--- config.mk ---
export PLATFORM = sky130hd
export DESIGN_NAME = countdown_timer_table
export DESIGN_NICKNAME = d
export VERILOG_FILES = /design/src/design/ctt_pkg.sv /design/src/design/countdown_timer_table.sv /design/src/design/ctt_front.sv /design/src/design/ctt_resq.sv /design/src/design/ctt_engine.sv
export SDC_FILE = /design/constraint.sdc
export NUM_CORES = 1
export LEC_CHECK = 0
export BUFFER_PORTS_ARGS = -buffer_cell sky130_fd_sc_hd__buf_2
export CELL_PAD_IN_SITES_DETAIL_PLACEMENT = 0
export CELL_PAD_IN_SITES_GLOBAL_PLACEMENT = 2
export CORE_AREA = 5 5 265 267
export CTS_CLUSTER_SIZE = 14
export DETAILED_ROUTE_END_ITERATION = 8
export DIE_AREA = 0 0 270 272
export PLACE_DENSITY = 0.8
export SYNTH_ARGS = -nofsm -noshare
export SYNTH_HDL_FRONTEND = slang
export SYNTH_SLANG_ARGS = --single-unit
--- constraint.sdc ---
create_clock -name clk -period 7 [get_ports clk]
set_input_delay 0 -clock clk [delete_from_list [all_inputs] [get_ports clk]]
set_output_delay 0 -clock clk [all_outputs]
set_load 0.02 [all_outputs]
--- src/design/ctt_pkg.sv ---
package ctt_pkg;

  localparam int NUM_SLOTS   = 16;
  localparam int ID_BITS     = 16;
  localparam int MAX_RESULTS = 16;

  localparam int IDX_W   = (NUM_SLOTS > 1) ? $clog2(NUM_SLOTS) : 1;
  localparam int CNT_W   = $clog2(NUM_SLOTS + 1);
  localparam int EMIT_W  = $clog2(MAX_RESULTS + 1);
  localparam int COUNT_W = 17;
  localparam int CMP_W   = (ID_BITS > 16) ? ID_BITS : 16;

  localparam int CQ_DEPTH = 2;
  localparam int CQ_PTR_W = 1;
  localparam int RQ_DEPTH = 4;
  localparam int RQ_PTR_W = 2;

  localparam logic [1:0] FUNC_START  = 2'd0;
  localparam logic [1:0] FUNC_CANCEL = 2'd1;
  localparam logic [1:0] FUNC_TICK   = 2'd2;

  localparam logic [1:0] KIND_START  = 2'd0;
  localparam logic [1:0] KIND_CANCEL = 2'd1;
  localparam logic [1:0] KIND_EXPIRE = 2'd2;

  typedef logic [ID_BITS-1:0]  id_t;
  typedef logic [CNT_W-1:0]    cnt_t;
  typedef logic [EMIT_W-1:0]   emit_t;
  typedef logic [COUNT_W-1:0]  count_t;
  typedef logic [CMP_W-1:0]    cmp_t;
  typedef logic [CQ_PTR_W-1:0] cq_ptr_t;
  typedef logic [CQ_PTR_W:0]   cq_fill_t;
  typedef logic [RQ_PTR_W-1:0] rq_ptr_t;
  typedef logic [RQ_PTR_W:0]   rq_fill_t;

  typedef struct packed {
    logic [1:0]  func;
    logic [15:0] duration;
    logic [15:0] cancel_id;
  } item_t;

  typedef struct packed {
    logic [1:0]  kind;
    logic [15:0] timer_id;
    logic        ok;
    logic        last;
  } result_t;

  typedef enum logic [1:0] {
    OP_START,
    OP_REJECT,
    OP_CANCEL,
    OP_TICK
  } op_t;

  typedef struct packed {
    op_t         op;
    logic [15:0] duration;
    logic [15:0] cancel_id;
  } cmd_t;

  typedef enum logic [1:0] {
    ST_IDLE,
    ST_SWEEP,
    ST_DONE
  } state_t;

  function automatic logic [15:0] out_id(input id_t id);
    cmp_t w;
    w = cmp_t'(id);
    return w[15:0];
  endfunction

  function automatic id_t next_id(input id_t cur);
    id_t n;
    n = cur + id_t'(1);
    if (n == '0) begin
      n = id_t'(1);
    end
    return n;
  endfunction

endpackage

--- src/design/countdown_timer_table.sv ---
// channel   direction  handshake           payload
// request   in         push / full         item   (func, duration, cancel_id)
// result    out        pop / empty         result (kind, timer_id, ok, last)
//
// start requests are answered at dispatch; cancel and tick take the dispatch,
// a sweep of the timer table one entry per cycle unless a full result queue
// holds a tick sweep, an end check and the reply
// a two-deep request queue lets requests arrive while a sweep runs
// a four-deep result queue decouples the sweep; a full result queue stalls it
// rst is synchronous; it empties the table, both queues and the id counter
module countdown_timer_table (
  input  logic             clk,
  input  logic             rst,
  input  logic             push,
  output logic             full,
  input  ctt_pkg::item_t   item,
  input  logic             pop,
  output logic             empty,
  output ctt_pkg::result_t result
);

  logic             cmd_empty;
  logic             cmd_pop;
  ctt_pkg::cmd_t    cmd;
  logic             res_full;
  logic             res_push;
  ctt_pkg::result_t res_out;

  ctt_front u_front (
    .clk       (clk),
    .rst       (rst),
    .push      (push),
    .full      (full),
    .item      (item),
    .cmd_pop   (cmd_pop),
    .cmd_empty (cmd_empty),
    .cmd       (cmd)
  );

  ctt_engine u_engine (
    .clk       (clk),
    .rst       (rst),
    .cmd_empty (cmd_empty),
    .cmd       (cmd),
    .cmd_pop   (cmd_pop),
    .res_full  (res_full),
    .res_push  (res_push),
    .res_out   (res_out)
  );

  ctt_resq u_resq (
    .clk      (clk),
    .rst      (rst),
    .res_push (res_push),
    .res_in   (res_out),
    .res_full (res_full),
    .pop      (pop),
    .empty    (empty),
    .result   (result)
  );

endmodule

--- src/design/ctt_front.sv ---
module ctt_front (
  input  logic          clk,
  input  logic          rst,
  input  logic          push,
  output logic          full,
  input  ctt_pkg::item_t item,
  input  logic          cmd_pop,
  output logic          cmd_empty,
  output ctt_pkg::cmd_t  cmd
);

  ctt_pkg::cmd_t     q [ctt_pkg::CQ_DEPTH];
  ctt_pkg::cq_ptr_t  wp;
  ctt_pkg::cq_ptr_t  rp;
  ctt_pkg::cq_fill_t fill;
  ctt_pkg::cmd_t     cls;
  logic              keep;
  logic              wr_en;
  logic              rd_en;

  // classify the request; unused function codes are dropped
  always_comb begin
    cls.duration  = item.duration;
    cls.cancel_id = item.cancel_id;
    keep          = 1'b1;
    case (item.func)
      ctt_pkg::FUNC_START: begin
        cls.op = (item.duration == '0) ? ctt_pkg::OP_REJECT : ctt_pkg::OP_START;
      end
      ctt_pkg::FUNC_CANCEL: begin
        cls.op = ctt_pkg::OP_CANCEL;
      end
      ctt_pkg::FUNC_TICK: begin
        cls.op = ctt_pkg::OP_TICK;
      end
      default: begin
        cls.op = ctt_pkg::OP_TICK;
        keep   = 1'b0;
      end
    endcase
  end

  assign full      = (fill == ctt_pkg::cq_fill_t'(ctt_pkg::CQ_DEPTH));
  assign cmd_empty = (fill == '0);
  assign cmd       = q[rp];
  assign wr_en     = push && !full && keep;
  assign rd_en     = cmd_pop && !cmd_empty;

  always_ff @(posedge clk) begin
    if (wr_en) begin
      q[wp] <= cls;
    end
  end

  always_ff @(posedge clk) begin
    if (rst) begin
      wp   <= '0;
      rp   <= '0;
      fill <= '0;
    end else begin
      if (wr_en) begin
        wp <= wp + ctt_pkg::cq_ptr_t'(1);
      end
      if (rd_en) begin
        rp <= rp + ctt_pkg::cq_ptr_t'(1);
      end
      if (wr_en && !rd_en) begin
        fill <= fill + ctt_pkg::cq_fill_t'(1);
      end else if (rd_en && !wr_en) begin
        fill <= fill - ctt_pkg::cq_fill_t'(1);
      end
    end
  end

endmodule

--- src/design/ctt_resq.sv ---
module ctt_resq (
  input  logic             clk,
  input  logic             rst,
  input  logic             res_push,
  input  ctt_pkg::result_t res_in,
  output logic             res_full,
  input  logic             pop,
  output logic             empty,
  output ctt_pkg::result_t result
);

  ctt_pkg::result_t  q [ctt_pkg::RQ_DEPTH];
  ctt_pkg::rq_ptr_t  wp;
  ctt_pkg::rq_ptr_t  rp;
  ctt_pkg::rq_fill_t fill;
  logic              wr_en;
  logic              rd_en;

  assign res_full = (fill == ctt_pkg::rq_fill_t'(ctt_pkg::RQ_DEPTH));
  assign empty    = (fill == '0);
  assign result   = q[rp];
  assign wr_en    = res_push && !res_full;
  assign rd_en    = pop && !empty;

  always_ff @(posedge clk) begin
    if (wr_en) begin
      q[wp] <= res_in;
    end
  end

  always_ff @(posedge clk) begin
    if (rst) begin
      wp   <= '0;
      rp   <= '0;
      fill <= '0;
    end else begin
      if (wr_en) begin
        wp <= wp + ctt_pkg::rq_ptr_t'(1);
      end
      if (rd_en) begin
        rp <= rp + ctt_pkg::rq_ptr_t'(1);
      end
      if (wr_en && !rd_en) begin
        fill <= fill + ctt_pkg::rq_fill_t'(1);
      end else if (rd_en && !wr_en) begin
        fill <= fill - ctt_pkg::rq_fill_t'(1);
      end
    end
  end

endmodule

--- src/design/ctt_engine.sv ---
module ctt_engine (
  input  logic             clk,
  input  logic             rst,
  input  logic             cmd_empty,
  input  ctt_pkg::cmd_t    cmd,
  output logic             cmd_pop,
  input  logic             res_full,
  output logic             res_push,
  output ctt_pkg::result_t res_out
);

  ctt_pkg::count_t cnt [ctt_pkg::NUM_SLOTS];
  ctt_pkg::id_t    ids [ctt_pkg::NUM_SLOTS];

  ctt_pkg::state_t state, state_next;
  ctt_pkg::op_t    op, op_next;
  ctt_pkg::cnt_t   live, live_next;
  ctt_pkg::cnt_t   rd, rd_next;
  ctt_pkg::cnt_t   wr, wr_next;
  ctt_pkg::id_t    id_counter, id_counter_next;
  ctt_pkg::emit_t  emitted, emitted_next;
  logic            found, found_next;
  logic            pend_v, pend_v_next;
  ctt_pkg::id_t    pend_id, pend_id_next;
  logic [15:0]     key, key_next;

  logic            we;
  ctt_pkg::cnt_t   we_idx;
  ctt_pkg::count_t we_cnt;
  ctt_pkg::id_t    we_id;

  ctt_pkg::count_t rd_cnt;
  ctt_pkg::id_t    rd_id;
  ctt_pkg::id_t    new_id;
  logic            expire;

  assign rd_cnt = cnt[rd[ctt_pkg::IDX_W-1:0]];
  assign rd_id  = ids[rd[ctt_pkg::IDX_W-1:0]];
  assign new_id = ctt_pkg::next_id(id_counter);
  assign expire = (rd_cnt <= ctt_pkg::count_t'(1)) &&
                  (emitted < ctt_pkg::emit_t'(ctt_pkg::MAX_RESULTS));

  always_ff @(posedge clk) begin
    if (rst) begin
      state      <= ctt_pkg::ST_IDLE;
      op         <= ctt_pkg::OP_TICK;
      live       <= '0;
      rd         <= '0;
      wr         <= '0;
      id_counter <= '0;
      emitted    <= '0;
      found      <= 1'b0;
      pend_v     <= 1'b0;
    end else begin
      state      <= state_next;
      op         <= op_next;
      live       <= live_next;
      rd         <= rd_next;
      wr         <= wr_next;
      id_counter <= id_counter_next;
      emitted    <= emitted_next;
      found      <= found_next;
      pend_v     <= pend_v_next;
    end
  end

  always_ff @(posedge clk) begin
    pend_id <= pend_id_next;
    key     <= key_next;
    if (we) begin
      cnt[we_idx[ctt_pkg::IDX_W-1:0]] <= we_cnt;
      ids[we_idx[ctt_pkg::IDX_W-1:0]] <= we_id;
    end
  end

  always_comb begin
    state_next      = state;
    op_next         = op;
    live_next       = live;
    rd_next         = rd;
    wr_next         = wr;
    id_counter_next = id_counter;
    emitted_next    = emitted;
    found_next      = found;
    pend_v_next     = pend_v;
    pend_id_next    = pend_id;
    key_next        = key;
    cmd_pop         = 1'b0;
    res_push        = 1'b0;
    res_out         = '0;
    we              = 1'b0;
    we_idx          = wr;
    we_cnt          = rd_cnt;
    we_id           = rd_id;

    case (state)
      ctt_pkg::ST_IDLE: begin
        if (!cmd_empty) begin
          case (cmd.op)
            ctt_pkg::OP_REJECT: begin
              if (!res_full) begin
                cmd_pop  = 1'b1;
                res_push = 1'b1;
                res_out  = '{kind: ctt_pkg::KIND_START, timer_id: '0, ok: 1'b0,
                             last: 1'b1};
              end
            end
            ctt_pkg::OP_START: begin
              if (!res_full) begin
                cmd_pop  = 1'b1;
                res_push = 1'b1;
                if (live == ctt_pkg::cnt_t'(ctt_pkg::NUM_SLOTS)) begin
                  res_out = '{kind: ctt_pkg::KIND_START, timer_id: '0, ok: 1'b0,
                              last: 1'b1};
                end else begin
                  we              = 1'b1;
                  we_idx          = live;
                  we_cnt          = ctt_pkg::count_t'(cmd.duration) +
                                    ctt_pkg::count_t'(1);
                  we_id           = new_id;
                  live_next       = live + ctt_pkg::cnt_t'(1);
                  id_counter_next = new_id;
                  res_out = '{kind: ctt_pkg::KIND_START,
                              timer_id: ctt_pkg::out_id(new_id), ok: 1'b1,
                              last: 1'b1};
                end
              end
            end
            ctt_pkg::OP_CANCEL, ctt_pkg::OP_TICK: begin
              cmd_pop      = 1'b1;
              op_next      = cmd.op;
              key_next     = cmd.cancel_id;
              rd_next      = '0;
              wr_next      = '0;
              found_next   = 1'b0;
              emitted_next = '0;
              pend_v_next  = 1'b0;
              state_next   = ctt_pkg::ST_SWEEP;
            end
            default: begin
              cmd_pop = 1'b1;
            end
          endcase
        end
      end

      ctt_pkg::ST_SWEEP: begin
        if (rd == live) begin
          state_next = ctt_pkg::ST_DONE;
        end else if (op == ctt_pkg::OP_TICK) begin
          if (expire) begin
            if (!(pend_v && res_full)) begin
              if (pend_v) begin
                res_push = 1'b1;
                res_out  = '{kind: ctt_pkg::KIND_EXPIRE,
                             timer_id: ctt_pkg::out_id(pend_id), ok: 1'b1,
                             last: 1'b0};
              end
              pend_v_next  = 1'b1;
              pend_id_next = rd_id;
              emitted_next = emitted + ctt_pkg::emit_t'(1);
              rd_next      = rd + ctt_pkg::cnt_t'(1);
            end
          end else begin
            we      = 1'b1;
            we_cnt  = (rd_cnt > ctt_pkg::count_t'(1)) ?
                      rd_cnt - ctt_pkg::count_t'(1) : ctt_pkg::count_t'(1);
            wr_next = wr + ctt_pkg::cnt_t'(1);
            rd_next = rd + ctt_pkg::cnt_t'(1);
          end
        end else begin
          if (!found && (ctt_pkg::cmp_t'(rd_id) == ctt_pkg::cmp_t'(key))) begin
            found_next = 1'b1;
          end else begin
            we      = 1'b1;
            wr_next = wr + ctt_pkg::cnt_t'(1);
          end
          rd_next = rd + ctt_pkg::cnt_t'(1);
        end
      end

      ctt_pkg::ST_DONE: begin
        if (!res_full) begin
          live_next  = wr;
          state_next = ctt_pkg::ST_IDLE;
          if (op == ctt_pkg::OP_TICK) begin
            res_push = pend_v;
            res_out  = '{kind: ctt_pkg::KIND_EXPIRE,
                         timer_id: ctt_pkg::out_id(pend_id), ok: 1'b1, last: 1'b1};
          end else begin
            res_push = 1'b1;
            res_out  = '{kind: ctt_pkg::KIND_CANCEL, timer_id: key, ok: found,
                         last: 1'b1};
          end
        end
      end

      default: begin
        state_next = ctt_pkg::ST_IDLE;
      end
    endcase
  end

endmodule
# After elaboration in Yosys (flattened, before gate mapping)
# Memories as Yosys holds them, arrays and structs flattened. A register that Yosys moved wholly into a read port is not among the register bits.
# Index checks and enable logic that the tools add are counted.
dict set report totals {
  reg_bits 85
  latch_bits 0
  ramBits 676
  mem_bits_ro 0
  inputBits 38
  out_inout_bits 22
  wordCells 233
  n_memories 4
}
# name words width read_ports rd_clocked_by_memory_dff write_ports line
set mem_list {}
lappend mem_list {u_engine.cnt 16 17 1 1 1 ctt_engine.sv:12} ;# ctt_pkg::count_t cnt [ctt_pkg::NUM_SLOTS];
lappend mem_list {u_engine.ids 16 16 1 1 1 ctt_engine.sv:13} ;# ctt_pkg::id_t ids [ctt_pkg::NUM_SLOTS];
lappend mem_list {u_resq.q 4 20 1 1 1 ctt_resq.sv:12} ;# ctt_pkg::result_t q [ctt_pkg::RQ_DEPTH];
lappend mem_list {u_front.q 2 34 1 1 1 ctt_front.sv:12} ;# ctt_pkg::cmd_t q [ctt_pkg::CQ_DEPTH];
dict set report op_classes {
  n_addsub 15
  n_mul 0
  n_div 0
  order_cmp 3
  n_eq_ne 29
  n_shift 0
  n_mux 116
  bitwise 5
  reduce_logical 44
}
# operator n
set op_table {}
lappend op_table {{20-bit two-way mux} 9}
lappend op_table {{17-bit two-way mux} 8}
lappend op_table {{16-bit two-way mux} 6}
lappend op_table {{5-bit two-way mux} 19}
lappend op_table {{20-bit case mux with 3 select lines} 1}
lappend op_table {{1-bit two-way mux} 40}
lappend op_table {{20-bit case mux with 2 select lines} 1}
lappend op_table {{5-bit case mux with 2 select lines} 4}
lappend op_table {{4-bit two-way mux} 9}
lappend op_table {{17-bit case mux with 2 select lines} 1}
lappend op_table {{16-bit logical NOT} 2}
lappend op_table {{5-bit by 1-bit adder with 5-bit output (second input constant)} 4}
lappend op_table {{18-bit two-way mux} 1}
lappend op_table {{2-bit inequality test (second input constant)} 9}
lappend op_table {{6-bit AND reduction} 3}
lappend op_table {{16-bit by 1-bit adder with 17-bit output (second input constant)} 1}
lappend op_table {{17-bit by 1-bit greater-than comparator with 1-bit output (second input constant)} 1}
lappend op_table {{17-bit by 1-bit less-or-equal comparator with 1-bit output (second input constant)} 1}
lappend op_table {{17-bit by 1-bit subtractor with 17-bit output (second input constant)} 1}
lappend op_table {{16-bit by 1-bit adder with 16-bit output (second input constant)} 1}
lappend op_table {{16-bit equality test} 1}
lappend op_table {{2-bit two-way mux} 8}
lappend op_table {{5-bit AND reduction} 3}
lappend op_table {{2-bit equality test (second input constant)} 6}
lappend op_table {{other kinds (29)} 72}

# Longest topological paths before layout
# Gate-level depths: netlist of the first run.
dict set report logic_depth {
  word_depth 12
  ltp_mapped 20
  mapped_depth_nobuf 16
}

# Hierarchy
# Synthesis of the first run repeated with hierarchy kept, for this count alone.
dict set report hier_totals {
  hier_cells 1937
  hier_area_um2 32384.8
}
# mod n_inst cells_each area_each_um2 seq_area_each_um2
set by_module_without_submodules {}
lappend by_module_without_submodules {ctt_engine 1 1644 26307.7 17737.0}
lappend by_module_without_submodules {ctt_resq 1 152 3355.7 2582.5}
lappend by_module_without_submodules {ctt_front 1 141 2721.4 2142.1}

# Worst setup path after synthesis of the first run
# OpenSTA, ideal clock, no wires.
dict set report synth_timing {
  kind {register to register}
  start {register (tool-made name)}
  end {memory u_engine.cnt[9][0] (netlist name), enable pin}
  setup_time_ns 0.434
  t_arrival_ns 4.667
  t_required_ns 6.566
  setup_slack_ns 1.899
  stages_incl_launch_ff 14
  path_buffers 5
  period_less_slack_ns 5.101
  path_cell_list {dfxtp_1 > buf_6 > buf_6 > buf_4 > buf_4 > buf_4 > mux4_2 > xnor2_1 > o311ai_0 > nor4_1 > and3_1 > a31oi_1 > nand4b_1 > a21oi_1}
}
# item line
set synth_lines {}
lappend synth_lines {{end: declaration} ctt_engine.sv:12}

==> flow_summary.yaml, run 1 <==
synthesis:
  async_reset_ff_share_pct: 0
  mapped_nets: 1951
  count_of_flip_flops_with_a_built_in_enable_after_synthesis: 708
  synth.yosys.warnings: 0
  synth_sequential_area_ratio_pct: 70.21
  netlist_area_mm2: 0.03199
  syn_area_per_cell_um2: 16.87
  synthDistinctLibCells: 74
  dominantRegCellSynth: "sky130_fd_sc_hd__edfxtp_1"
  syn_inst: 1897
  synth.ff_latch_count: 768
timing:
  fmax_mhz: 180.8
  rsz0062_at_grt: "no"
  final.setup_skew_ps: 32.70
  finalCritPeriodShare_pct: 79.02
  relSlewSlack_pct: 12.22
  timing.final.hold_violations: 0
  max_slew.worst_pin.slew_ps: 1317
  tns_ps: 0
  slew_violations: 0
  period_minus_slack_ps: 5531
  setup_violations: 0
setup_path:
  rrSetupSlack_ps: 1470
  crit_path_start_kind: "flop"
  crit_path_end_kind: "flop"
  cp_max_fo: 53
  crit_arrival_ps: 5850
  r2r-end: "u_engine.cnt[5][15]"
  crit_required_ps: 7320
  critPathKind: "reg2reg"
  r2r_cells: 10
global_route:
  grt_pass1_wl_mm: 116.6
  globalRoute.totalOverflow: 0
  grt_pass1_vias: 17770
  initial_antenna_violation_count: 1
  globalRouteTotalUtil_pct: 21.10
  grt_max_degree: 54
pwr:
  pwr_density_cell_mw_per_mm2: 375.3
  comb_power_share_pct: 23.6
  p_int_mw: 9.702
  power.clock.fraction_pct: 31.3
  worst_ir_drop_vdd_uv: 214.7
  power_frac_seq_pct: 45.1
  switching_share_pct: 29.53
  power.static_leakage_nw: 11.71
  p_sw_mw: 4.065
worst_hold_path:
  timing.hold.worst_path_depth: 2
  hold_path_startpoint: "item[2]"
  hold-path-endpoint: "u_front.q[1][2]"
  holdCritPathClass: "in2reg"
cts:
  max-clock-path-buffers: 3
  htree_num_levels: 3
  clkSlewWorstSetupHoldPaths_ps: 60
  clk_latency_ps: 640
  tritoncts.num_buffers: 77
  clk_root_buffer_cell: "sky130_fd_sc_hd__clkbuf_16"
  numClockSinks: 768
  post-cts-setup-buffer-count: 0
  cts_tree: "yes"
placement:
  portBuffers: 59
  place.gp.congestion: 0.8391
  post-dp-hpwl_mm: 48.40
die:
  die_width_um: 270
  full_die_area_mm2: 0.07344
  die-height_um: 272
  io_pins: 60
  initial_utilization_pct: 47.14
  fp.coreArea_mm2: 0.06787
  rows: 96
drt:
  ratio_of_routed_vias_to_standard_cells: 6.002
  post-route-drc-count: 0
  total_via_count_after_detailed_routing: 17910
  drt_pre_antenna_iters: 6
  detail-route-antenna-nets: 0
  routedWlPerCell_um: 26.27
  detail_route.iter0.violations: 1801
  finalWirelength_mm: 78.37
run:
  maxCapViolations: 0
cells_and_area:
  finish.net_count: 2090
  post_route_cells_drive_above_1_share_pct: 20.99
  utilization_pct: 54.05
  layout_area_overhead_pct: 14.65
  diodes: 0
outcome:
  run_status: "complete, no violations"
## final cells by class
type                            count  area (µm²)
Inverter                           30       112.6
Fill cell                        5297       31180
Clock buffer                       93        2051
Multi-Input combinational cell   1001        9174
Clock inverter                     51       609.3
Sequential cell                   768       22470
Tap cell                          882        1104
Timing Repair Buffer              158        1159
## what timing repair did
| item | in CTS | in global routing |
|---|---|---|
| endpoints found under the setup margin | 0 | 0 |
| hold buffers | 38 | 0 |
| endpoints found under the hold margin | 94 | 0 |
| resized for setup | 0 | 0 |
## worst max-delay path: stages (launching register included)
cell and delay, ps:
sky130_fd_sc_hd__dfxtp_4 860, sky130_fd_sc_hd__buf_12 440, sky130_fd_sc_hd__mux4_2 570, sky130_fd_sc_hd__mux4_2 610
sky130_fd_sc_hd__xnor2_1 170, sky130_fd_sc_hd__nand4_1 120, sky130_fd_sc_hd__a211oi_1 90, sky130_fd_sc_hd__a31oi_1 470
sky130_fd_sc_hd__nand4b_1 520, sky130_fd_sc_hd__a21oi_4 910, sky130_fd_sc_hd__buf_4 360
## registers in the layout, indices dropped and copies added, names as in the netlist, 2 cells and up, named ones only
signal,count
u_engine.pend_id,16
u_resq.wp,2
u_resq.fill,3
u_engine.ids,256
u_resq.rp,2
u_engine.id_counter,16
u_resq.q,80
u_engine.wr,5
u_engine.op,2
u_engine.cnt,272
u_engine.key,16
u_front.q,68
u_engine.live,5
u_engine.state,2
u_engine.rd,5
u_engine.emitted,5
u_front.fill,2
## metal layers
metal	GRT usage [%]	wire, µm	vias up
li1	-	-	7874
met1	30.84	33930	9266
met2	33.48	37110	675
met3	3.524	5798	90
met4	5.487	1530	0
met5	0	0	-
## cells in the final DEF, fill, tap and decap left out, types with 15 or more instances in the layout
cell type                       instances
sky130_fd_sc_hd__nor3_1                21
sky130_fd_sc_hd__xnor2_1               33
sky130_fd_sc_hd__o21ai_0               48
sky130_fd_sc_hd__mux2_2                30
sky130_fd_sc_hd__dfxtp_1               55
sky130_fd_sc_hd__edfxtp_1             708
sky130_fd_sc_hd__nor2_1               108
sky130_fd_sc_hd__a22oi_1               34
sky130_fd_sc_hd__nor2b_1               16
sky130_fd_sc_hd__a21oi_1               41
sky130_fd_sc_hd__mux4_2               138
sky130_fd_sc_hd__mux2i_1               81
sky130_fd_sc_hd__nand3_1               45
sky130_fd_sc_hd__a221oi_1              20
sky130_fd_sc_hd__buf_2                 59
sky130_fd_sc_hd__clkinv_1              22
sky130_fd_sc_hd__clkbuf_16             80
sky130_fd_sc_hd__nand2_1              100
sky130_fd_sc_hd__ha_1                  15
sky130_fd_sc_hd__dlygate4sd3_1         38
sky130_fd_sc_hd__inv_1                 28
sky130_fd_sc_hd__or3_1                 17
sky130_fd_sc_hd__xor2_1                39
sky130_fd_sc_hd__buf_4                 59
## Yosys cell counts, types with 7 or more instances
library cell / instances / area, µm²
sky130_fd_sc_hd__nor3_1: 22 / 110.1
sky130_fd_sc_hd__a221oi_1: 20 / 175.2
sky130_fd_sc_hd__xnor2_1: 33 / 289.0
sky130_fd_sc_hd__edfxtp_1: 708 / 21260
sky130_fd_sc_hd__mux2i_1: 81 / 810.8
sky130_fd_sc_hd__nor4_1: 7 / 43.79
sky130_fd_sc_hd__ha_1: 15 / 187.7
sky130_fd_sc_hd__or3_1: 17 / 106.4
sky130_fd_sc_hd__nand4_1: 14 / 87.58
sky130_fd_sc_hd__clkbuf_1: 48 / 180.2
sky130_fd_sc_hd__inv_1: 28 / 105.1
sky130_fd_sc_hd__a22oi_1: 34 / 255.2
sky130_fd_sc_hd__nand2_1: 100 / 375.4
sky130_fd_sc_hd__a211oi_1: 7 / 52.55
sky130_fd_sc_hd__dfxtp_1: 60 / 1201
sky130_fd_sc_hd__buf_2: 13 / 65.06
sky130_fd_sc_hd__nand2b_1: 11 / 68.82
sky130_fd_sc_hd__a31oi_1: 12 / 75.07
sky130_fd_sc_hd__mux2_2: 30 / 337.8
sky130_fd_sc_hd__buf_4: 9 / 67.56
sky130_fd_sc_hd__a21o_1: 12 / 90.09
sky130_fd_sc_hd__buf_1: 22 / 82.58
sky130_fd_sc_hd__o22ai_1: 9 / 56.30
sky130_fd_sc_hd__a21oi_1: 53 / 265.3
sky130_fd_sc_hd__nand3_1: 45 / 225.2
sky130_fd_sc_hd__xor2_1: 39 / 341.6
sky130_fd_sc_hd__a221o_1: 14 / 140.1
sky130_fd_sc_hd__nand3b_1: 9 / 67.56
sky130_fd_sc_hd__and2_1: 11 / 68.82
sky130_fd_sc_hd__o21ai_0: 48 / 240.2
sky130_fd_sc_hd__nor2_1: 108 / 405.4
sky130_fd_sc_hd__mux4_2: 138 / 3108
sky130_fd_sc_hd__nor2b_1: 17 / 106.4
sky130_fd_sc_hd__and3_1: 11 / 68.82
## power by group through the flow
stage	Combinational [mW]	Clock (mW)	Sequential, mW
final	3.25	4.30	6.22
after global routing	3.50	4.58	6.25
after CTS	3.24	4.39	6.22
after detailed placement	3.22	0	6.32
after global placement	3.15	0	6.31
after floorplan	2.25	0	6.15
## worst max-delay path by stage
stage	to
2_1_floorplan	u_engine.cnt[9][0]
3_3_place_gp	u_engine.cnt[5][8]
3_5_place_dp	u_engine.cnt[5][9]
4_1_cts	u_engine.cnt[5][15]
5_1_grt	u_engine.cnt[5][15]
6_report	u_engine.cnt[5][15]
## metrics by stage
step / power (mW) / instances / instance area [µm²] / setup WS [ps] / hold slack [ps]
6_report: 13.77 / 2983 / 36680 / 1469 / 116.4
5_1_grt: 14.32 / 2983 / 36680 / 1257 / 99.55
4_1_cts: 13.86 / 2983 / 36680 / 1440 / 78.32
3_5_place_dp: 9.537 / 2801 / 33640 / 1498 / 192.2
3_3_place_gp: 9.458 / 2801 / 33640 / 1583 / 189.1
2_1_floorplan: 8.400 / 1897 / 31990 / 1899 / 98.87
## kinds of logic after synthesis
kind of cell / Yosys count / share of synthesized area [%]
DFF: 768 / 70.21
and+or+nand+nor: 396 / 6.191
AOI/OAI and AO/OA: 268 / 5.878
muxes: 249 / 13.30
buffers and inverters: 128 / 1.799
xor gates and xnor gates: 72 / 1.971
adders and majority gates: 16 / 0.6492
Note: power is estimated with default switching activity, not from simulation.
==> run 2, diff against run 1 <==
- ABC_AREA: not set -> 1
- CORE_AREA: 5 5 265 267 -> 5 5 303 305
- DIE_AREA: 0 0 270 272 -> 0 0 308 310
- PLACE_DENSITY: 0.8 -> 0.76
- clock period: 7 -> 4.8 ns (I/O delays scaled with it)
==> run 2 against run 1 <==
Effect of this change:
- die area rose by 30%
- global-route usage fell by 2.4 points
- via count rose by 28%
- register-to-register slack got worse by 870 ps
- critical path type unchanged
- fmax rose by 32%
- synthesized area rose by 4.3%
- cell area rose by 4.6%
- highest routed layer unchanged
- routed wire length rose by 16%
- setup slack got worse by 870 ps
==> flow_summary.yaml, run 2 <==
outcome:
  run_status: "complete, no violations"
die:
  io_pins: 60
  fp.coreArea_mm2: 0.08905
  full_die_area_mm2: 0.09548
  initial_utilization_pct: 37.46
  rows: 110
  die-height_um: 310
  die_width_um: 308
global_route:
  grt_pass1_wl_mm: 137.9
  globalRoute.totalOverflow: 0
  grt_max_degree: 116
  initial_antenna_violation_count: 4
  grt_pass1_vias: 22140
  globalRouteTotalUtil_pct: 18.71
drt:
  detail_route.iter0.violations: 1694
  post-route-drc-count: 0
  ratio_of_routed_vias_to_standard_cells: 5.067
  finalWirelength_mm: 91.17
  routedWlPerCell_um: 20.22
  drt_pre_antenna_iters: 5
  detail-route-antenna-nets: 0
  total_via_count_after_detailed_routing: 22840
run:
  maxCapViolations: 0
synthesis:
  syn_inst: 3152
  synth_commonest_cells: "736 x sky130_fd_sc_hd__nand2_1, 708 x sky130_fd_sc_hd__edfxtp_1, 384 x sky130_fd_sc_hd__nor2_1, 325 x sky130_fd_sc_hd__nand3_1, 244 x sky130_fd_sc_hd__inv_1"
  mapped_nets: 3206
  netlist_area_mm2: 0.03335
  dominantRegCellSynth: "sky130_fd_sc_hd__edfxtp_1"
  synth.yosys.warnings: 0
  synth_sequential_area_ratio_pct: 67.34
  synthDistinctLibCells: 49
  count_of_flip_flops_with_a_built_in_enable_after_synthesis: 708
  synth_area_leader_cell: "sky130_fd_sc_hd__edfxtp_1"
  synth_top_area_share_pct: 63.74
  ys_top_cells_by_area: "sky130_fd_sc_hd__edfxtp_1 64%, sky130_fd_sc_hd__nand2_1 8.3%, sky130_fd_sc_hd__nand3_1 4.9%, sky130_fd_sc_hd__nor2_1 4.3%, sky130_fd_sc_hd__dfxtp_1 3.6%"
  async_reset_ff_share_pct: 0
  syn_area_per_cell_um2: 10.58
  yosys.cell_count.top_type: "sky130_fd_sc_hd__nand2_1"
  synth.ff_latch_count: 768
timing:
  fmax_mhz: 238.0
  tns_ps: 0
  setup_violations: 0
  final.setup_skew_ps: 35.66
  finalCritPeriodShare_pct: 87.55
  max_slew.worst_pin.slew_ps: 1185
  rsz0062_at_grt: "no"
  timing.final.hold_violations: 0
  period_minus_slack_ps: 4202
  slew_violations: 0
  fin_hold_ws_ps: 92.99
  relSlewSlack_pct: 20.91
worst_hold_path:
  hold_path_startpoint: "item[4]"
  holdCritPathClass: "in2reg"
  hold-path-endpoint: "u_front.q[0][4]"
  timing.hold.worst_path_depth: 2
setup_path:
  rrSetupSlack_ps: 600
  crit_path_end_kind: "flop"
  r2r-end: "u_engine.cnt[3][9]"
  cp_max_fo: 107
  crit_required_ps: 5110
  r2r_cells: 21
  critPathKind: "reg2reg"
  crit_arrival_ps: 4510
  crit_path_start_kind: "flop"
placement:
  place.gp.congestion: 0.8676
  portBuffers: 59
  post-dp-hpwl_mm: 56.86
cts:
  clk_latency_ps: 640
  clk_root_buffer_cell: "sky130_fd_sc_hd__clkbuf_16"
  htree_num_levels: 3
  cts_tree: "yes"
  clkSlewWorstSetupHoldPaths_ps: 60
  post-cts-setup-buffer-count: 0
  numClockSinks: 768
  tritoncts.num_buffers: 83
  cts_resized: 0
  max-clock-path-buffers: 3
cells_and_area:
  flip_flop_count_of_the_largest_register_all_copies_and_words_added: 272
  utilization_pct: 43.11
  diodes: 0
  post_route_cells_drive_above_1_share_pct: 10.29
  layout_area_overhead_pct: 15.09
  layout_commonest_cell: "sky130_fd_sc_hd__nand2_1"
  finish.net_count: 3321
  layout.cells.most_common_list: "736 x sky130_fd_sc_hd__nand2_1, 708 x sky130_fd_sc_hd__edfxtp_1, 361 x sky130_fd_sc_hd__nor2_1"
pwr:
  pwr_density_cell_mw_per_mm2: 583.6
  power.static_leakage_nw: 14.22
  worst_ir_drop_vdd_uv: 326.7
  report.power.total_mw: 22.40
-- run 2: changes by cell type in the layout (fill, tap and decap cells not counted), sizes merged, moves of 138 or more --
cell and delta:
inv +226, o21ai +169, nand2 +650, nand3 +282, mux4 -138, nor2 +285
-- run 2: routing by layer --
layer	part of all wire (%)	wire (µm)	vias to the layer above	track usage, %
met5	0	0	-	0
met4	2.2	2028	0	4.489
met3	4.2	3827	121	2.328
met2	49	44630	493	32.28
met1	45	40680	11190	25.47
li1	-	-	11030	-
-- run 2: critical path, cell delays in order, from the launching register on --
cell,delay (ps)
sky130_fd_sc_hd__dfxtp_4,420
sky130_fd_sc_hd__buf_12,390
sky130_fd_sc_hd__nor2_1,90
sky130_fd_sc_hd__nor2_1,100
sky130_fd_sc_hd__o21ai_1,70
sky130_fd_sc_hd__nand3_1,80
sky130_fd_sc_hd__nand3_1,160
sky130_fd_sc_hd__nand2_1,200
sky130_fd_sc_hd__inv_1,110
sky130_fd_sc_hd__ha_1,190
sky130_fd_sc_hd__inv_1,80
sky130_fd_sc_hd__nor2_1,50
sky130_fd_sc_hd__nand3_1,80
sky130_fd_sc_hd__nor2_1,40
sky130_fd_sc_hd__nand2_1,100
sky130_fd_sc_hd__nand2_4,100
sky130_fd_sc_hd__nand3_4,70
sky130_fd_sc_hd__nand3_1,80
sky130_fd_sc_hd__nand2_1,130
sky130_fd_sc_hd__nand3_1,200
sky130_fd_sc_hd__nor2_4,720
sky130_fd_sc_hd__buf_4,370
-- run 2: kinds of logic (layout without fill, tap and decap cells) --
logic type / after synthesis / count (layout) / share of synthesized area, %
DFF: 768 / 768 / 67.34
adders and majority gates: 16 / 16 / 0.6227
AOI/OAI and AO/OA: 401 / 401 / 6.820
buffers and inverters: 408 / 588 / 5.184
muxes: 3 / 3 / 0.09003
xor gates and xnor gates: 35 / 35 / 0.9191
and+or+nand+nor: 1521 / 1521 / 19.02
-- run 2: worst max-delay path by stage --
stage	startpoint	endpoint	slack, ps	cells past startpoint
floorplan	flop	u_engine.cnt[0][0]	800	22
global placement	flop	u_engine.ids[3][8]	490	21
detailed placement	flop	u_engine.ids[3][8]	550	21
CTS	flop	u_engine.ids[3][1]	520	21
global route	flop	u_engine.cnt[3][9]	200	21
finish	flop	u_engine.cnt[3][9]	600	21
-- run 2: per-stage QoR --
stage,instance area (µm²),worst slack (ps),instances
after floorplan,33350,796.2,3152
after global placement,35420,494.9,4320
after detailed placement,35420,551.8,4320
after CTS,38390,525.0,4508
after global routing,38390,199.2,4508
final,38390,597.5,4508
-- run 2: layout make-up --
cell class                      instances  area [µm²]
Sequential cell                       768       22470
Timing Repair Buffer                  179        1567
Fill cell                            8370       50660
Inverter                              259       982.2
Clock buffer                          102        2198
Clock inverter                         48       385.4
Tap cell                             1176        1471
Multi-Input combinational cell       1976        9311
-- run 2: power by group --
part | switching (mW) | leakage [nW] | internal [mW]
Sequential | 0.247 | 6.90 | 9.34
Combinational | 5.09 | 6.05 | 1.67
Clock | 2.63 | 1.27 | 3.43
Total | 7.97 | 14.2 | 14.4
-- run 2: what timing repair did --
| item | in CTS | in global routing |
|---|---|---|
| endpoints found under the setup margin | 0 | 0 |
| hold buffers | 38 | 0 |
| hold endpoints to repair | 101 | 0 |
==> run 3, diff against run 2 <==
- CELL_PAD_IN_SITES_GLOBAL_PLACEMENT: 2 -> 1
- CORE_AREA: 5 5 303 305 -> 5 5 273 275
- CTS_BUF_LIST: not set -> sky130_fd_sc_hd__clkbuf_8
- DIE_AREA: 0 0 308 310 -> 0 0 278 280
- PLACE_DENSITY: 0.76 -> 0.78
- RECOVER_POWER: not set -> 100
==> run 3 against run 2 <==
Effect of this change:
- the run now ends with capacitance limit, slew limit left
- combinational power decreased by 5.6%
- sequential cell count unchanged
- first-iteration DRC count increased by 35%
- cell count decreased by 2.8%
- fmax decreased by 1.7%
- clock power decreased by 14%
- cell area decreased by 1.6%
- core utilization increased by 9.3 points
- critical path depth decreased by 7
- sequential share of layout area increased by 0.93 points
- largest power group unchanged
- highest routed layer unchanged
==> flow_summary.yaml, run 3 (synthesis results as in run 2) <==
cells_and_area:
  utilization_pct: 52.42
  layout_area_overhead_pct: 13.29
  flip_flop_count_of_the_largest_register_all_copies_and_words_added: 272
  num-fill-cells: 6391
  layout_commonest_cell: "sky130_fd_sc_hd__nand2_1"
  layout.cells.most_common_list: "741 x sky130_fd_sc_hd__nand2_1, 708 x sky130_fd_sc_hd__edfxtp_1, 376 x sky130_fd_sc_hd__nor2_1"
  post_route_cells_drive_above_1_share_pct: 8.509
  finish.net_count: 3380
timing:
  slew_violations: 148
  period_minus_slack_ps: 4275
  timing.final.hold_violations: 0
  setup_violations: 0
  fmax_mhz: 233.9
  relSlewSlack_pct: -126.5
  final.setup_skew_ps: 39.86
  rsz0062_at_grt: "no"
  tns_ps: 0
  max_slew.worst_pin.slew_ps: 3385
  fin_hold_ws_ps: 76.33
  finalCritPeriodShare_pct: 89.07
drt:
  total_via_count_after_detailed_routing: 23860
  detail-route-antenna-nets: 0
  finalWirelength_mm: 91.02
  ratio_of_routed_vias_to_standard_cells: 5.446
  routedWlPerCell_um: 20.78
  detail_route.iter0.violations: 2289
  post-route-drc-count: 0
  drt_pre_antenna_iters: 5
setup_path:
  crit_required_ps: 5420
  crit_path_end_kind: "flop"
  cp_max_fo: 22
  rrSetupSlack_ps: 520
  crit_arrival_ps: 4890
  crit_path_start_kind: "flop"
  r2r_cells: 14
  r2r-end: "u_engine.wr[2]"
  critPathKind: "reg2reg"
  r2r_start: "u_engine.state[1]"
worst_hold_path:
  holdCritPathClass: "in2reg"
  hold_path_startpoint: "item[9]"
  hold-path-endpoint: "u_front.q[0][9]"
  timing.hold.worst_path_depth: 2
cts:
  numClockSinks: 768
  htree_num_levels: 3
  cts_tree: "yes"
  tritoncts.num_buffers: 121
  clk_root_buffer_cell: "sky130_fd_sc_hd__clkbuf_8"
  clk_latency_ps: 740
  max-clock-path-buffers: 3
  clkSlewWorstSetupHoldPaths_ps: 70
  post-cts-setup-buffer-count: 0
die:
  initial_utilization_pct: 46.27
  die_width_um: 278
  rows: 99
  full_die_area_mm2: 0.07784
  io_pins: 60
  die-height_um: 280
  fp.coreArea_mm2: 0.07209
global_route:
  globalRouteTotalUtil_pct: 22.90
  grt_pass1_vias: 23450
  grt_pass1_wl_mm: 138.3
  initial_antenna_violation_count: 4
  grt_max_degree: 94
  globalRoute.totalOverflow: 0
outcome:
  failing_checks: "capacitance limit, slew limit"
  run_status: "finished, violations left"
pwr:
  worst_ir_drop_vdd_uv: 372.0
  pwr_density_cell_mw_per_mm2: 561.9
  report.power.total_mw: 21.23
  power.static_leakage_nw: 14.13
placement:
  portBuffers: 59
  post-dp-hpwl_mm: 53.57
  place.gp.congestion: 0.8886
run:
  maxCapViolations: 4
==> run 3: cell types whose count changed in the layout (fill, tap and decap cells not counted), sizes merged, moves of 3 or more <==
cell and change:
clkbuf +74, buf -62, dlygate4sd3 +30, inv +30, clkinv +12, bufinv +3
==> run 3: area by class of cell <==
class / count / area, µm² / share of cell area [%]
multi-input combinational: 1976 / 9188 / 24.31
clock buffer: 123 / 1693 / 4.480
antenna: 2 / 5.005 / 0.01324
clock inverter: 94 / 553.0 / 1.464
tap: 959 / 1200 / 3.175
inverter: 259 / 980.9 / 2.596
timing repair buffer: 200 / 1697 / 4.490
sequential: 768 / 22470 / 59.47
==> run 3: power breakdown <==
part | internal [mW] | total [mW] | switching, mW
clock | 2.69 | 5.23 | 2.53
sequential | 9.37 | 9.63 | 0.256
combinational | 1.50 | 6.38 | 4.88
==> run 3: how the worst max path moves through the flow <==
| stage | from | to | slack, ps | depth (start not counted) |
|---|---|---|---|---|
| 3_3_place_gp | flop | u_engine.cnt[11][11] | 790 | 20 |
| 3_5_place_dp | flop | u_engine.cnt[11][12] | 770 | 20 |
| 2_1_floorplan | flop | u_engine.cnt[0][0] | 800 | 22 |
| 6_report | u_engine.state[1] | u_engine.wr[2] | 520 | 14 |
| 5_1_grt | u_engine.state[1] | u_engine.wr[3] | 230 | 14 |
| 4_1_cts | flop | u_engine.cnt[11][2] | 760 | 20 |
==> run 3: per-layer routing <==
metal | global-route usage, % | vias up | share of wire, %
li1 | - | 11160 | -
met1 | 30.52 | 11620 | 42
met5 | 0 | - | 0
met4 | 8.051 | 0 | 3.5
met3 | 3.703 | 210 | 6.1
met2 | 38.56 | 874 | 49
==> run 3: per-stage QoR <==
step	setup WS [ps]	instance area, µm²	instances
2_1_floorplan	796.2	33350	3152
3_5_place_dp	771.2	35070	4094
6_report	524.7	37790	4381
3_3_place_gp	786.7	35070	4094
5_1_grt	228.7	37790	4381
4_1_cts	760.9	38000	4379
==> run 3: what timing repair did <==
| action | 4_1_cts | 5_1_grt |
|---|---|---|
| hold buffers | 68 | 0 |
| endpoints found under the setup margin | 0 | 0 |
| endpoints found under the hold margin | 111 | 0 |
| resized for setup | 0 | 0 |
==> run 3: worst max-delay path, stage by stage, from the launching register on <==
cell	delay, ps
sky130_fd_sc_hd__dfxtp_1	310
sky130_fd_sc_hd__buf_4	240
sky130_fd_sc_hd__nor2_1	120
sky130_fd_sc_hd__clkbuf_1	600
sky130_fd_sc_hd__inv_1	240
sky130_fd_sc_hd__nor2_1	170
sky130_fd_sc_hd__inv_1	80
sky130_fd_sc_hd__nor2_2	80
sky130_fd_sc_hd__clkbuf_1	930
sky130_fd_sc_hd__inv_1	380
sky130_fd_sc_hd__nand2_1	410
sky130_fd_sc_hd__nand3_2	210
sky130_fd_sc_hd__nand2_1	190
sky130_fd_sc_hd__nand2_1	80
sky130_fd_sc_hd__a21oi_1	130
